## src/rtl/mrrc_pkg.sv

```systemverilog
// Package: types, codes and CRC helper for the Modbus RTU reply checker.
`default_nettype none

package mrrc_pkg;

  localparam logic [1:0] MODE_START = 2'd0;
  localparam logic [1:0] MODE_BYTE  = 2'd1;
  localparam logic [1:0] MODE_TICK  = 2'd2;

  localparam logic [1:0] CFG_DEV_ADDR  = 2'd0;
  localparam logic [1:0] CFG_FUNC_CODE = 2'd1;
  localparam logic [1:0] CFG_FIRST_TO  = 2'd2;
  localparam logic [1:0] CFG_GAP_TO    = 2'd3;

  localparam logic [7:0]  DEV_ADDR_RST  = 8'd1;
  localparam logic [7:0]  FUNC_CODE_RST = 8'd4;
  localparam logic [15:0] FIRST_TO_RST  = 16'd200;
  localparam logic [15:0] GAP_TO_RST    = 16'd30;

  localparam logic [15:0] CRC_INIT = 16'hFFFF;
  localparam logic [15:0] CRC_POLY = 16'hA001;

  localparam logic [3:0] FLOAT_LEN  = 4'd9;
  localparam logic [3:0] WORD_LEN   = 4'd7;
  localparam int         FRAME_MAX  = 9;
  localparam logic [7:0] FLOAT_BCNT = 8'd4;
  localparam logic [7:0] WORD_BCNT  = 8'd2;

  typedef enum logic [2:0] {
    ST_OK       = 3'd0,
    ST_NO_FIRST = 3'd1,
    ST_SHORT    = 3'd2,
    ST_CRC_ERR  = 3'd3,
    ST_BAD_HDR  = 3'd4
  } status_t;

  typedef enum logic [2:0] {
    PH_IDLE = 3'b001,
    PH_WAIT = 3'b010,
    PH_RECV = 3'b100
  } phase_t;

  typedef struct packed {
    logic [1:0] mode;
    logic       reply_kind;
    logic [7:0] rx_byte;
  } in_t;

  typedef struct packed {
    status_t     status;
    logic [31:0] reply_value;
    logic        value_is_word;
  } out_t;

  function automatic logic [15:0] crc_byte(input logic [15:0] crc, input logic [7:0] b);
    logic [15:0] c;
    c = crc ^ {8'd0, b};
    for (int k = 0; k < 8; k++) begin
      if (c[0]) begin
        c = (c >> 1) ^ CRC_POLY;
      end else begin
        c = c >> 1;
      end
    end
    return c;
  endfunction

endpackage

`default_nettype wire

```

## src/rtl/modbus_rtu_response_checker_unit.sv

```systemverilog
// Top level: Modbus RTU read-input-registers reply checker with CRC-16.
//
// Input channel (in_valid/in_ready/in_data) carries one transaction per
// start, received byte or millisecond tick. A start arms the block for a
// 9-byte float reply or a 7-byte integer reply; bytes update a running
// CRC-16 and fill a 9-entry frame store; ticks run the first-byte and
// inter-byte timeouts. Bytes and ticks while idle are dropped.
// Output channel (out_valid/out_ready/out_data) carries one status and value
// per finished frame or timeout.
// A result is registered into the output register, or into the skid entry
// while the receiver stalls. Throughput: one input transaction per cycle
// while in_ready is high; the byte-wide CRC update is a single unrolled stage.
// The config port (cfg_we/cfg_index/cfg_wdata) writes one register per cycle.
// Reset returns config registers to defaults, phase to idle, output empty.
// When the receiver stalls, one further result lands in a skid entry and
// in_ready drops until the output drains.
`default_nettype none

module modbus_rtu_response_checker_unit (
  input  wire                clk,
  input  wire                rst_n,
  input  wire                in_valid,
  output logic               in_ready,
  input  mrrc_pkg::in_t      in_data,
  output logic               out_valid,
  input  wire                out_ready,
  output mrrc_pkg::out_t     out_data,
  input  wire                cfg_we,
  input  wire  [1:0]         cfg_index,
  input  wire  [15:0]        cfg_wdata
);

  logic [7:0]  dev_addr_r;
  logic [7:0]  func_code_r;
  logic [15:0] first_to_r;
  logic [15:0] gap_to_r;

  mrrc_pkg::phase_t phase_r, phase_nxt;
  logic             kind_r, kind_nxt;
  logic [3:0]       cnt_r, cnt_nxt;
  logic [15:0]      crc_r, crc_nxt;
  logic [15:0]      timer_r, timer_nxt;
  logic [7:0]       frame_r [mrrc_pkg::FRAME_MAX];

  logic           in_fire;
  logic           frame_we;
  logic           res_push;
  logic           res_ready;
  mrrc_pkg::out_t res_data;
  logic [3:0]     frame_len;
  logic [3:0]     cnt_inc;
  logic [16:0]    timer_inc;
  logic [15:0]    crc_got;
  logic           crc_ok;
  logic           hdr_ok;
  logic [31:0]    value;

  assign in_ready = res_ready;
  assign in_fire  = in_valid && in_ready;

  always_ff @(posedge clk) begin
    if (!rst_n) begin
      dev_addr_r  <= mrrc_pkg::DEV_ADDR_RST;
      func_code_r <= mrrc_pkg::FUNC_CODE_RST;
      first_to_r  <= mrrc_pkg::FIRST_TO_RST;
      gap_to_r    <= mrrc_pkg::GAP_TO_RST;
    end else if (cfg_we) begin
      unique case (cfg_index)
        mrrc_pkg::CFG_DEV_ADDR:  dev_addr_r  <= cfg_wdata[7:0];
        mrrc_pkg::CFG_FUNC_CODE: func_code_r <= cfg_wdata[7:0];
        mrrc_pkg::CFG_FIRST_TO:  first_to_r  <= cfg_wdata;
        mrrc_pkg::CFG_GAP_TO:    gap_to_r    <= cfg_wdata;
        default: ;
      endcase
    end
  end

  // frame check when the incoming byte is the last one
  assign crc_got = kind_r ? {in_data.rx_byte, frame_r[5]} : {in_data.rx_byte, frame_r[7]};
  assign crc_ok  = (crc_got == crc_r);
  assign hdr_ok  = (frame_r[0] == dev_addr_r) && (frame_r[1] == func_code_r) &&
                   (frame_r[2] == (kind_r ? mrrc_pkg::WORD_BCNT : mrrc_pkg::FLOAT_BCNT));
  assign value   = kind_r ? {16'd0, frame_r[3], frame_r[4]}
                          : {frame_r[6], frame_r[5], frame_r[4], frame_r[3]};

  always_comb begin
    phase_nxt = phase_r;
    kind_nxt  = kind_r;
    cnt_nxt   = cnt_r;
    crc_nxt   = crc_r;
    timer_nxt = timer_r;
    frame_we  = 1'b0;
    res_push  = 1'b0;
    res_data.status        = mrrc_pkg::ST_OK;
    res_data.reply_value   = 32'd0;
    res_data.value_is_word = kind_r;
    frame_len = kind_r ? mrrc_pkg::WORD_LEN : mrrc_pkg::FLOAT_LEN;
    cnt_inc   = cnt_r + 4'd1;
    timer_inc = {1'b0, timer_r} + 17'd1;
    if (in_fire) begin
      unique case (in_data.mode)
        mrrc_pkg::MODE_START: begin
          phase_nxt = mrrc_pkg::PH_WAIT;
          kind_nxt  = in_data.reply_kind;
          cnt_nxt   = 4'd0;
          crc_nxt   = mrrc_pkg::CRC_INIT;
          timer_nxt = 16'd0;
        end
        mrrc_pkg::MODE_BYTE: begin
          if (phase_r != mrrc_pkg::PH_IDLE && cnt_r < frame_len) begin
            frame_we  = 1'b1;
            if (cnt_r < frame_len - 4'd2) begin
              crc_nxt = mrrc_pkg::crc_byte(crc_r, in_data.rx_byte);
            end
            cnt_nxt   = cnt_inc;
            timer_nxt = 16'd0;
            phase_nxt = mrrc_pkg::PH_RECV;
            if (cnt_inc == frame_len) begin
              res_push  = 1'b1;
              phase_nxt = mrrc_pkg::PH_IDLE;
              priority if (!crc_ok) begin
                res_data.status = mrrc_pkg::ST_CRC_ERR;
              end else if (!hdr_ok) begin
                res_data.status = mrrc_pkg::ST_BAD_HDR;
              end else begin
                res_data.reply_value = value;
              end
            end
          end
        end
        mrrc_pkg::MODE_TICK: begin
          if (phase_r == mrrc_pkg::PH_WAIT) begin
            if (timer_inc >= {1'b0, first_to_r}) begin
              res_push        = 1'b1;
              res_data.status = mrrc_pkg::ST_NO_FIRST;
              phase_nxt       = mrrc_pkg::PH_IDLE;
            end else begin
              timer_nxt = timer_inc[15:0];
            end
          end else if (phase_r == mrrc_pkg::PH_RECV) begin
            if (timer_r >= gap_to_r) begin
              res_push        = 1'b1;
              res_data.status = mrrc_pkg::ST_SHORT;
              phase_nxt       = mrrc_pkg::PH_IDLE;
            end else begin
              timer_nxt = timer_inc[15:0];
            end
          end
        end
        default: ;
      endcase
    end
  end

  always_ff @(posedge clk) begin
    if (!rst_n) begin
      phase_r <= mrrc_pkg::PH_IDLE;
      kind_r  <= 1'b0;
      cnt_r   <= 4'd0;
      crc_r   <= mrrc_pkg::CRC_INIT;
      timer_r <= 16'd0;
    end else begin
      phase_r <= phase_nxt;
      kind_r  <= kind_nxt;
      cnt_r   <= cnt_nxt;
      crc_r   <= crc_nxt;
      timer_r <= timer_nxt;
    end
  end

  always_ff @(posedge clk) begin
    if (frame_we) begin
      frame_r[cnt_r] <= in_data.rx_byte;
    end
  end

  mrrc_out_buf u_out_buf (
    .clk        (clk),
    .rst_n      (rst_n),
    .push_valid (res_push),
    .push_data  (res_data),
    .push_ready (res_ready),
    .out_valid  (out_valid),
    .out_ready  (out_ready),
    .out_data   (out_data)
  );

  a_idle_after_result: assert property (@(posedge clk) disable iff (!rst_n)
    res_push |=> phase_r == mrrc_pkg::PH_IDLE)
    else $error("phase not idle after result");

  a_wait_no_bytes: assert property (@(posedge clk) disable iff (!rst_n)
    phase_r == mrrc_pkg::PH_WAIT |-> cnt_r == 4'd0)
    else $error("byte count nonzero while waiting for first byte");

  a_recv_count_range: assert property (@(posedge clk) disable iff (!rst_n)
    phase_r == mrrc_pkg::PH_RECV |-> (cnt_r != 4'd0) && (cnt_r < frame_len))
    else $error("byte count out of range while receiving");

endmodule

`default_nettype wire

```

## src/rtl/mrrc_out_buf.sv

```systemverilog
// Output register with one skid entry for result transactions.
`default_nettype none

module mrrc_out_buf (
  input  wire                clk,
  input  wire                rst_n,
  input  wire                push_valid,
  input  mrrc_pkg::out_t     push_data,
  output logic               push_ready,
  output logic               out_valid,
  input  wire                out_ready,
  output mrrc_pkg::out_t     out_data
);

  logic           main_v_r;
  logic           skid_v_r;
  mrrc_pkg::out_t main_r;
  mrrc_pkg::out_t skid_r;

  assign push_ready = !skid_v_r;
  assign out_valid  = main_v_r;
  assign out_data   = main_r;

  always_ff @(posedge clk) begin
    if (!rst_n) begin
      main_v_r <= 1'b0;
      skid_v_r <= 1'b0;
    end else if (!main_v_r || out_ready) begin
      if (skid_v_r) begin
        main_v_r <= 1'b1;
        skid_v_r <= 1'b0;
      end else begin
        main_v_r <= push_valid;
      end
    end else if (push_valid) begin
      skid_v_r <= 1'b1;
    end
  end

  always_ff @(posedge clk) begin
    if (!main_v_r || out_ready) begin
      if (skid_v_r) begin
        main_r <= skid_r;
      end else if (push_valid) begin
        main_r <= push_data;
      end
    end else if (push_valid) begin
      skid_r <= push_data;
    end
  end

  a_skid_behind_main: assert property (@(posedge clk) disable iff (!rst_n)
    skid_v_r |-> main_v_r)
    else $error("skid entry held with empty output register");

endmodule

`default_nettype wire
```

## config.mk

```make
export PLATFORM = sky130hd
export DESIGN_NAME = modbus_rtu_response_checker_unit
export DESIGN_NICKNAME = d
export VERILOG_FILES = /design/src/rtl/mrrc_pkg.sv /design/src/rtl/modbus_rtu_response_checker_unit.sv /design/src/rtl/mrrc_out_buf.sv
export SDC_FILE = /design/constraint.sdc
export NUM_CORES = 1
export LEC_CHECK = 0
export BUFFER_PORTS_ARGS = -buffer_cell sky130_fd_sc_hd__buf_2
export CORE_MARGIN = 1
export CORE_UTILIZATION = 40
export DETAILED_ROUTE_END_ITERATION = 10
export SYNTH_ARGS = -nofsm -noshare
export SYNTH_HDL_FRONTEND = slang
export SYNTH_SLANG_ARGS = --single-unit
```

## constraint.sdc

```tcl
create_clock -name clk -period 4.8 [get_ports clk]
set_input_delay 0.96 -clock clk [delete_from_list [all_inputs] [get_ports clk]]
set_output_delay 0.96 -clock clk [all_outputs]
set_load 0.1 [all_outputs]
```

; Yosys cells after proc, flatten, opt, wreduce, memory -nomap -nowiden
; Memories as Yosys holds them, arrays and structs flattened.
; Cells that the tools add are included.
[totals]
ff_bits = 162
ramBits = 72
elab_cells = 167
memories = 1
[classes]
add_sub_neg = 3
magnitude_cmp = 4
eq_ne = 20
mux = 87
bitwise = 11
reduce_logical = 24
[mem_list]
columns = memory, words, width, rd, rd_clocked_by_memory_dff, wr, line_no
row1 = frame_r, 9, 8, 8, 0, 1, modbus_rtu_response_checker_unit.sv:43  ; logic [7:0] frame_r [mrrc_pkg::FRAME_MAX];
[op_table]
columns = operator, n
row1 = two-way mux 16 bit, 43
row2 = two-way mux 32 bit, 4
row3 = two-way mux 35 bit, 3
row4 = two-way mux 36 bit, 2
row5 = case mux 16 bit (3 select lines), 1
row6 = two-way mux 3 bit, 11
row7 = case mux 16 bit (2 select lines), 1
row8 = inverter 2 -> 3 bit, 8
row9 = adder 16 x 1 -> 17 bit (second input constant), 1
row10 = greater-or-equal comparator 17 x 16 -> 1 bit, 1
row11 = equality test 16 bit, 1
row12 = equality test 8 bit, 2
row13 = greater-or-equal comparator 16 bit, 1
row14 = XOR 16 x 8 -> 16 bit, 1
row15 = != test 3 bit (second input constant), 5
row16 = two-way mux 1 bit, 14
row17 = AND reduction 2 bit, 7
row18 = AND reduction 6 bit, 2
row19 = case mux 3 bit (3 select lines), 1
row20 = equality test 8 x 3 -> 1 bit, 1
row21 = < comparator 4 bit, 2
row22 = two-way mux 4 bit, 2
row23 = two-way mux 8 bit, 1
row24 = case mux 4 bit (2 select lines), 1
row25 = other kinds (22), 33

; Depth between registers and ports, before layout
; Gate-level depths: netlist of the first run.
[logic_depth]
word_depth = 48
ltp_mapped = 17
mapped_depth_nobuf = 15

; Cells and area by module
; From an unflattened synthesis of the first run, not the netlist that was laid out.
[hier_totals]
hier_cells = 923
area_unflattened_um2 = 10557.6
[modules_own_cells]
columns = module, n_inst, cells_per_inst, area_each_um2, seq_area_each_um2
row1 = modbus_rtu_response_checker_unit, 1, 802, 7841.3, 3683.5
row2 = mrrc_out_buf, 1, 121, 2716.4, 2202.1

; Least setup slack after synthesis of the first run
; OpenSTA, ideal clock, no wires.
[synth_timing]
path_type = register to register
start = register timer_r[0]
end = register u_out_buf.skid_r[0] in the netlist's numbering, enable pin
setup_ns = 0.397
arrival_ns = 3.549
path_slack_ns = 0.855
path_stages_with_launch = 16
period_less_slack_ns = 3.945
path_cell_list = dfxtp_1 ha_1 and3_1 and3_1 nand3_1 nor2_1 xor2_1 ha_1 nand4_1 nor3_1 a221oi_1 o211a_1 a21oi_1 a211oi_1 nor2_1 and2_1
[synth_between]
elab_chain_cells = 7
elab_cells_between_ends = 10
cone_classes = 1 x add/sub / 2 x order compare / 6 x mux / 1 x reduce/logical
[synth_lines]
columns = item, line_no
row1 = "start, declared", modbus_rtu_response_checker_unit.sv:42  ; logic [15:0] timer_r, timer_nxt;
row2 = "start signal, assigned", modbus_rtu_response_checker_unit.sv:167  ; timer_r <= timer_nxt;
row3 = adder 16 x 1 -> 17 bit or greater-or-equal comparator 16 bit (tied branches), "modbus_rtu_response_checker_unit.sv:99, modbus_rtu_response_checker_unit.sv:141"
row4 = greater-or-equal comparator 17 x 16 -> 1 bit or two-way mux 1 bit (tied branches), "modbus_rtu_response_checker_unit.sv:133, modbus_rtu_response_checker_unit.sv:141"
row5 = "two-way mux 1 bit, on equally long branches", "modbus_rtu_response_checker_unit.sv:133, modbus_rtu_response_checker_unit.sv:140"
row6 = two-way mux 1 bit (*), modbus_rtu_response_checker_unit.sv:132  ; if (phase_r == mrrc_pkg::PH_WAIT) begin
row7 = case mux 1 bit (2 select lines) (*), modbus_rtu_response_checker_unit.sv:101  ; unique case (in_data.mode)
row8 = two-way mux 1 bit (*), modbus_rtu_response_checker_unit.sv:100  ; if (in_fire) begin
row9 = AND reduction 2 bit (no source line) (*), --
row10 = "end signal, assigned", mrrc_out_buf.sv:48  ; skid_r <= push_data;
row11 = "end, declared", mrrc_out_buf.sv:18  ; mrrc_pkg::out_t skid_r;
; Mark *: on every way between the ends. The rest lies on a longest branch, timed or not.
; A chain may end at the register's enable or synchronous reset.

; Final worst setup path of the first run
[layout_timing]
start = register timer_r[0]
end = register u_out_buf.main_r (netlist bit u_out_buf.out_data[18]), enable pin
[layout_between]
elab_chain_cells = 8
elab_cells_between_ends = 11
cone_classes = 1 x add/sub / 2 x order compare / 6 x mux / 2 x reduce/logical
[layout_lines]
columns = item, line_no
row1 = adder 16 x 1 -> 17 bit or greater-or-equal comparator 16 bit (tied branches), "modbus_rtu_response_checker_unit.sv:99, modbus_rtu_response_checker_unit.sv:141"
row2 = greater-or-equal comparator 17 x 16 -> 1 bit or two-way mux 1 bit (tied branches), "modbus_rtu_response_checker_unit.sv:133, modbus_rtu_response_checker_unit.sv:141"
row3 = "two-way mux 1 bit, on equally long branches", "modbus_rtu_response_checker_unit.sv:133, modbus_rtu_response_checker_unit.sv:140"
row4 = two-way mux 1 bit (*), modbus_rtu_response_checker_unit.sv:132
row5 = case mux 1 bit (2 select lines) (*), modbus_rtu_response_checker_unit.sv:101
row6 = two-way mux 1 bit (*), modbus_rtu_response_checker_unit.sv:100
row7 = nonzero test 2 bit (no source line) (*), --
row8 = AND reduction 2 bit (no source line) (*), --
row9 = "end signal, assigned", mrrc_out_buf.sv:43  ; main_r <= skid_r;
row10 = "end signal, assigned", mrrc_out_buf.sv:45  ; main_r <= push_data;
row11 = "end, declared", mrrc_out_buf.sv:17  ; mrrc_pkg::out_t main_r;
; Marks and branches as above.

==> reports/qor.yml, run 1 <==
gp_congestion: 0.797
fp.dieW_um: 163
io_pins: 72
synth_edf_count: 136
power_density_nw_per_um2: 355
grt_overflow: 0
p_total_mw: 4.21
cp-start-kind: "register"
dp_hpwl_um: 14600
finalCriticalPeriod_ns: 4.26
grt_pass1_vias: 6446
synthTopCellsByCount: "edfxtp_1 (136), nand2_1 (121), dfxtp_1 (90)"
ant_nets: 0
ys_ff_latch: 226
h-tree-depth: 1
grt_pass1_wl_um: 34600
clock-root-buffer: "clkbuf_16"
combPwrFrac: 0.050
clk_pin_slew_ns: 0.06
yosysTopAreaCell: "edfxtp_1"
clock_skew_ns: 0.0202
ys_top_cells_by_area: "edfxtp_1 (39%), dfxtp_1 (17%), ha_1 (5.2%)"
seqPwrFrac: 0.494
path_class: "reg -> reg"
synth_top_area_share: 0.395
synth.most_common_cell: "edfxtp_1"
io_buffers: 71
min_path_type: "reg -> reg"
nNetsFinal: 1076
r2r_cells: 15
crit_path_max_fanout: 36
fmax_ghz: 0.235
tightest_slew_ns: 0.976
die_height_um: 163
hold_viol: 0
layout-drive-gt1-share: 0.139
clk_latency_ns: 0.54
first_pass_iters: 5
start_util: 0.410
synthArstFlopShare: 0
post-route-period-util: 0.888
hold_end: "gap_to_r[8]"
postCtsSetupBuffers: 0
track_usage: 0.166
power_frac_clock: 0.456
syn_inst: 928
post_cts_resized: 0
hold_path_startpoint: "gap_to_r[8]"
core_um2: 25300
cts.sinks: 226
synth_area_per_cell_um2: 11.1
final_cells: 1346
p_switching_mw: 0.908
slew_violations: 0
ff2ff_setup_slack_ns: 0.54
status: "completed"
dp.cells: 1300
synth_cell_types: 52
fp.dieArea_um2: 26500
r2r_start: "timer_r[0]"
yosysSeqAreaShare: 0.569
wl_um: 21400
power.leakage_nw: 4.82
cp-end-kind: "register"
r2r-end: "u_out_buf.out_data[18]"
antenna_found_initial: 0
ys.flop_type: "edfxtp_1"
setup-tns-final_ns: 0
setup_viol: 0
slew_headroom: 0.349
cts_buffers: 25
cts_max_path_buffers: 3
synth_nets: 1007
hold-worst-slack_ns: 0.454
postCtsHoldBufs: 0
fp-row-count: 58
areaGrowthSynthToFinish_pct: 14.7
peakVddDrop_mv: 0.242
cts_tree: "built"
via_per_inst: 4.99
arrival_ns: 4.42
sw_frac_of_total: 0.216
vias: 6719
rsz0062_at_grt: "false"
drc_errors: 0
routedWlPerCell_um: 15.9
diodes: 0
min_path_cells: 2
cp.required_ns: 4.96
cap_violations: 0
grt_max_degree: 45
syn-cell-area_um2: 10300
drtIter0Drc: 336
intPower_mw: 3.30
yosysWarnings: 0
## how the worst max path moves through the flow
stage	cells past startpoint	to	startpoint
2_1_floorplan	15	u_out_buf.skid_r[0]	timer_r[0]
3_3_place_gp	15	u_out_buf.out_data[27]	timer_r[0]
3_5_place_dp	15	u_out_buf.out_data[20]	timer_r[0]
4_1_cts	15	u_out_buf.out_data[17]	timer_r[0]
5_1_grt	15	u_out_buf.out_data[20]	timer_r[0]
6_report	15	u_out_buf.out_data[18]	timer_r[0]
## state kept, by name, indices dropped and copies added (netlist names)
register / flops
cnt_r: 4
crc_r: 16
dev_addr_r: 8
first_to_r: 16
frame_r: 64
func_code_r: 8
gap_to_r: 16
kind_r: 1
phase_r: 3
timer_r: 16
u_out_buf.out_data: 36
u_out_buf.out_valid: 1
u_out_buf.skid_r: 36
u_out_buf.skid_v_r: 1
## cells by family after synthesis
group / count (synthesis) / share of synthesized area
AND/OR/NAND/NOR: 294 / 0.137
AO/OA/AOI/OAI: 156 / 0.0964
adder cells (fa/ha/maj): 45 / 0.0559
flip-flops: 226 / 0.569
multiplexers: 50 / 0.0484
buffers and inverters: 88 / 0.0348
XOR/XNOR: 69 / 0.0584
## power by group through the flow
stage          clock network (mW)  logic [mW]  registers, mW
6_report                     1.92       0.212           2.08
5_1_grt                      2.04       0.236           2.08
4_1_cts                      1.97       0.215           2.08
3_5_place_dp                    0       0.212           2.12
3_3_place_gp                    0       0.212           2.12
2_1_floorplan                   0       0.142           2.11
## metal layers
metal	GRT usage	part of all wire	up-vias
li1	-	-	3413
met1	0.240	0.51	3134
met2	0.257	0.43	142
met5	0	0	-
met4	0.0455	0.019	0
met3	0.0242	0.038	30
## stage by stage
stage / setup slack, ns / instance area (µm²) / utilization
detailed placement: 0.533 / 11000 / 0.436
floorplan: 0.855 / 10300 / -
CTS: 0.519 / 11900 / 0.470
global route: 0.0945 / 11900 / 0.470
finish: 0.540 / 11900 / 0.470
global placement: 0.639 / 11000 / 0.436
## area by class of cell
type / count / area, µm²
fillers: 2326 / 13400
inverters: 46 / 173
clock buffers: 40 / 772
clock inverters: 6 / 73.8
multi-input cells: 614 / 4100
well taps: 330 / 413
repair buffers: 84 / 453
flip-flops and latches: 226 / 5890
## cells in the final DEF (no fill, tap or decap), types with 4 or more instances in the layout
cell type | netlist | layout
o21ai_0 | 27 | 27
xnor2_1 | 60 | 60
buf_2 | 3 | 71
nor2_1 | 54 | 54
ha_1 | 43 | 43
o31ai_1 | 5 | 5
o211ai_1 | 10 | 10
nand2b_1 | 6 | 6
mux2i_1 | 50 | 50
and3_1 | 7 | 7
inv_1 | 46 | 46
or4_1 | 5 | 5
a21oi_1 | 49 | 49
nand4_1 | 13 | 13
clkbuf_8 | 0 | 9
buf_4 | 0 | 13
nand2_1 | 121 | 121
dfxtp_1 | 90 | 89
nand3b_1 | 7 | 7
nor2b_1 | 4 | 4
nor3_1 | 6 | 6
clkbuf_16 | 0 | 25
a31oi_1 | 4 | 4
and2_4 | 10 | 10
and2_1 | 16 | 16
edfxtp_1 | 136 | 136
clkbuf_1 | 33 | 6
a21o_1 | 39 | 39
nand3_1 | 31 | 31
xor2_1 | 9 | 9
## critical path, stage by stage (launching register included)
cell      delay [ns]
dfxtp_1         0.44
ha_1            0.24
and3_1          0.22
and3_1          0.27
nand3_1         0.19
nor2_1          0.16
xor2_1          0.10
ha_1            0.30
nand4_1         0.15
nor3_1          0.21
a221oi_1        0.10
o211a_1         0.15
a21oi_1         0.25
a211oi_1        0.13
nor2_1          0.18
o21ba_2         0.79
No activity file was read; power rests on OpenSTA's default activity.
==> run 2: changes to the inputs <==
==> constraint.sdc (replaced) <==
create_clock -name clk -period 4.8 [get_ports clk]
set_input_delay 0.24 -clock clk [delete_from_list [all_inputs] [get_ports clk]]
set_output_delay 0.24 -clock clk [all_outputs]
set_load 0.1 [all_outputs]
==> reports/qor.yml, run 2 (synthesis gave the netlist of run 1 again) <==
status: "completed"
post_cts_resized: 0  # unchanged
path_class: "reg -> reg"
start_util: 0.410  # unchanged
die_height_um: 163  # unchanged
fp.dieArea_um2: 26500  # unchanged
drtIter0Drc: 483  # +44%
r2r_cells: 15  # unchanged
tightest_slew_ns: 0.986  # +0.00993 ns
finalWorstSetupSlack_ns: 0.535  # -0.00465 ns
finalCriticalPeriod_ns: 4.26  # +0.00465 ns
power_density_nw_per_um2: 344  # -3.1%
ff2ff_setup_slack_ns: 0.54  # about the same
grt_pass1_wl_um: 34600  # about the same
cts_max_path_buffers: 3  # unchanged
fillers: 2348  # +0.95%
fmax_ghz: 0.234  # -0.11%
io_pins: 72  # unchanged
setup_viol: 0  # unchanged
r2r-end: "u_out_buf.out_data[21]"
slowest_stage: "o21ba_2"
fp-row-count: 58  # unchanged
antenna_found_initial: 0  # unchanged
io_buffers: 71  # unchanged
power.leakage_nw: 4.80  # -0.57%
top_layer: "met4"
mostFrequentLayoutCell: "edfxtp_1"
h-tree-depth: 1  # unchanged
cts_buffers: 24  # -4.0%
layout-drive-gt1-share: 0.127  # -0.0113
hold_viol: 0  # unchanged
via_per_inst: 5.07  # +1.6%
diodes: 0  # unchanged
crit_path_max_fanout: 36  # unchanged
routedWlPerCell_um: 16.0  # +0.94%
multi_input_area_um2: 4100  # unchanged
first_pass_iters: 5  # unchanged
cp.required_ns: 4.94  # -0.02 ns
track_usage: 0.165  # -0.000277
met2WireLength_um: 9310  # +1.3%
hold_path_startpoint: "cfg_wdata[7]"
slowest_delay_ns: 0.79  # about the same
m1WireLength_um: 10900  # -0.71%
wl_um: 21600  # +1.2%
cts_tree: "built"
slew_violations: 0  # unchanged
largest_reg_flops: 64  # unchanged
min_path_type: "in -> reg"
ant_nets: 0  # unchanged
cp-start-kind: "register"
clock-root-buffer: "clkbuf_16"
final_cell_mix: "edfxtp_1 (136), nand2_1 (121), dfxtp_1 (89)"
r2r_start: "timer_r[0]"
arrival_ns: 4.41  # about the same
vias: 6849  # +1.9%
grt_max_degree: 49  # +8.9%
grt_overflow: 0  # unchanged
setup-tns-final_ns: 0  # unchanged
clk_pin_slew_ns: 0.06  # about the same
cp-end-kind: "register"
rsz0062_at_grt: "false"
cp_cell_sequence: "ha_1, and3_1, and3_1, nand3_1, nor2_1, xor2_1, ha_1, nand4_1, nor3_1, a221oi_1, o211a_1, a21oi_1, a211oi_1, nor2_1, o21ba_2"
nNetsFinal: 1082  # +0.56%
gp_congestion: 0.781  # -2.0%
fp.dieW_um: 163  # unchanged
slew_headroom: 0.343  # -0.00662
max_flop_register: "frame_r"
core_um2: 25300  # unchanged
seq_area_um2: 5890  # unchanged
post-route-period-util: 0.888  # +0.000969
cap_violations: 0  # unchanged
drc_errors: 0  # unchanged
wl_met3_um: 926  # +13%
grt_pass1_vias: 6447  # +0.016%
dp_hpwl_um: 14600  # -0.31%
place_ws_ns: 0.511  # -0.0223 ns
clock_skew_ns: 0.00944  # -0.0108 ns
hold_end: "gap_to_r[7]"
clk_latency_ns: 0.52  # -0.02 ns
areaGrowthSynthToFinish_pct: 14.7  # about the same
cts.sinks: 226  # unchanged
peakVddDrop_mv: 0.257  # +5.9%
min_path_cells: 3  # +1
run 2: worst max-delay path by stage:
stage | startpoint | to | slack, ns | cells after the start
after floorplan | timer_r[0] | u_out_buf.skid_r[0] | 0.85 | 15
after global placement | timer_r[0] | u_out_buf.out_data[19] | 0.63 | 15
after detailed placement | timer_r[0] | u_out_buf.out_data[28] | 0.51 | 15
after CTS | timer_r[0] | u_out_buf.out_data[28] | 0.50 | 15
after global routing | timer_r[0] | u_out_buf.out_data[27] | 0.11 | 15
final | timer_r[0] | u_out_buf.out_data[21] | 0.54 | 15
run 2: area by class of cell:
class / instances / area share
sequential: 226 / 0.496
multi-input combinational: 614 / 0.346
clock buffer: 33 / 0.0569
timing repair buffer: 91 / 0.0449
tap: 330 / 0.0348
inverter: 46 / 0.0146
clock inverter: 10 / 0.00696
run 2: per-stage QoR:
step / util / cells / hold slack (ns) / area [µm²] / power (mW)
floorplan: - / 928 / 0.339 / 10300 / 2.26
global placement: 0.435 / 1296 / 0.443 / 11000 / 2.33
detailed placement: 0.435 / 1296 / 0.450 / 11000 / 2.33
CTS: 0.470 / 1350 / 0.00684 / 11900 / 4.11
global route: 0.470 / 1350 / 0.0177 / 11900 / 4.22
finish: 0.470 / 1350 / 0.0130 / 11900 / 4.08
run 2: routing by layer:
metal | vias to the layer above | GRT usage
met1 | 3232 | 0.243
met5 | - | 0
met4 | 0 | 0.0501
met3 | 37 | 0.0229
met2 | 166 | 0.251
li1 | 3414 | -
run 2: repair_timing:
action	4_1_cts	5_1_grt
endpoints found under the hold margin	20	0
hold buffers	11	0
buffers inserted	0	0
run 2: report_power, final:
| group | switching [mW] | internal, mW |
|---|---|---|
| registers | 0.0145 | 2.06 |
| clock network | 0.751 | 1.03 |
| logic | 0.133 | 0.0833 |
run 2: worst max-delay path, delay by kind of cell, from the launching register on:
family	cells	cell delay [ns]
DFF	1	0.43
AOI/OAI and AO/OA	5	1.41
adders and majority gates	2	0.54
and+or+nand+nor	7	1.37
xor gates and xnor gates	1	0.10
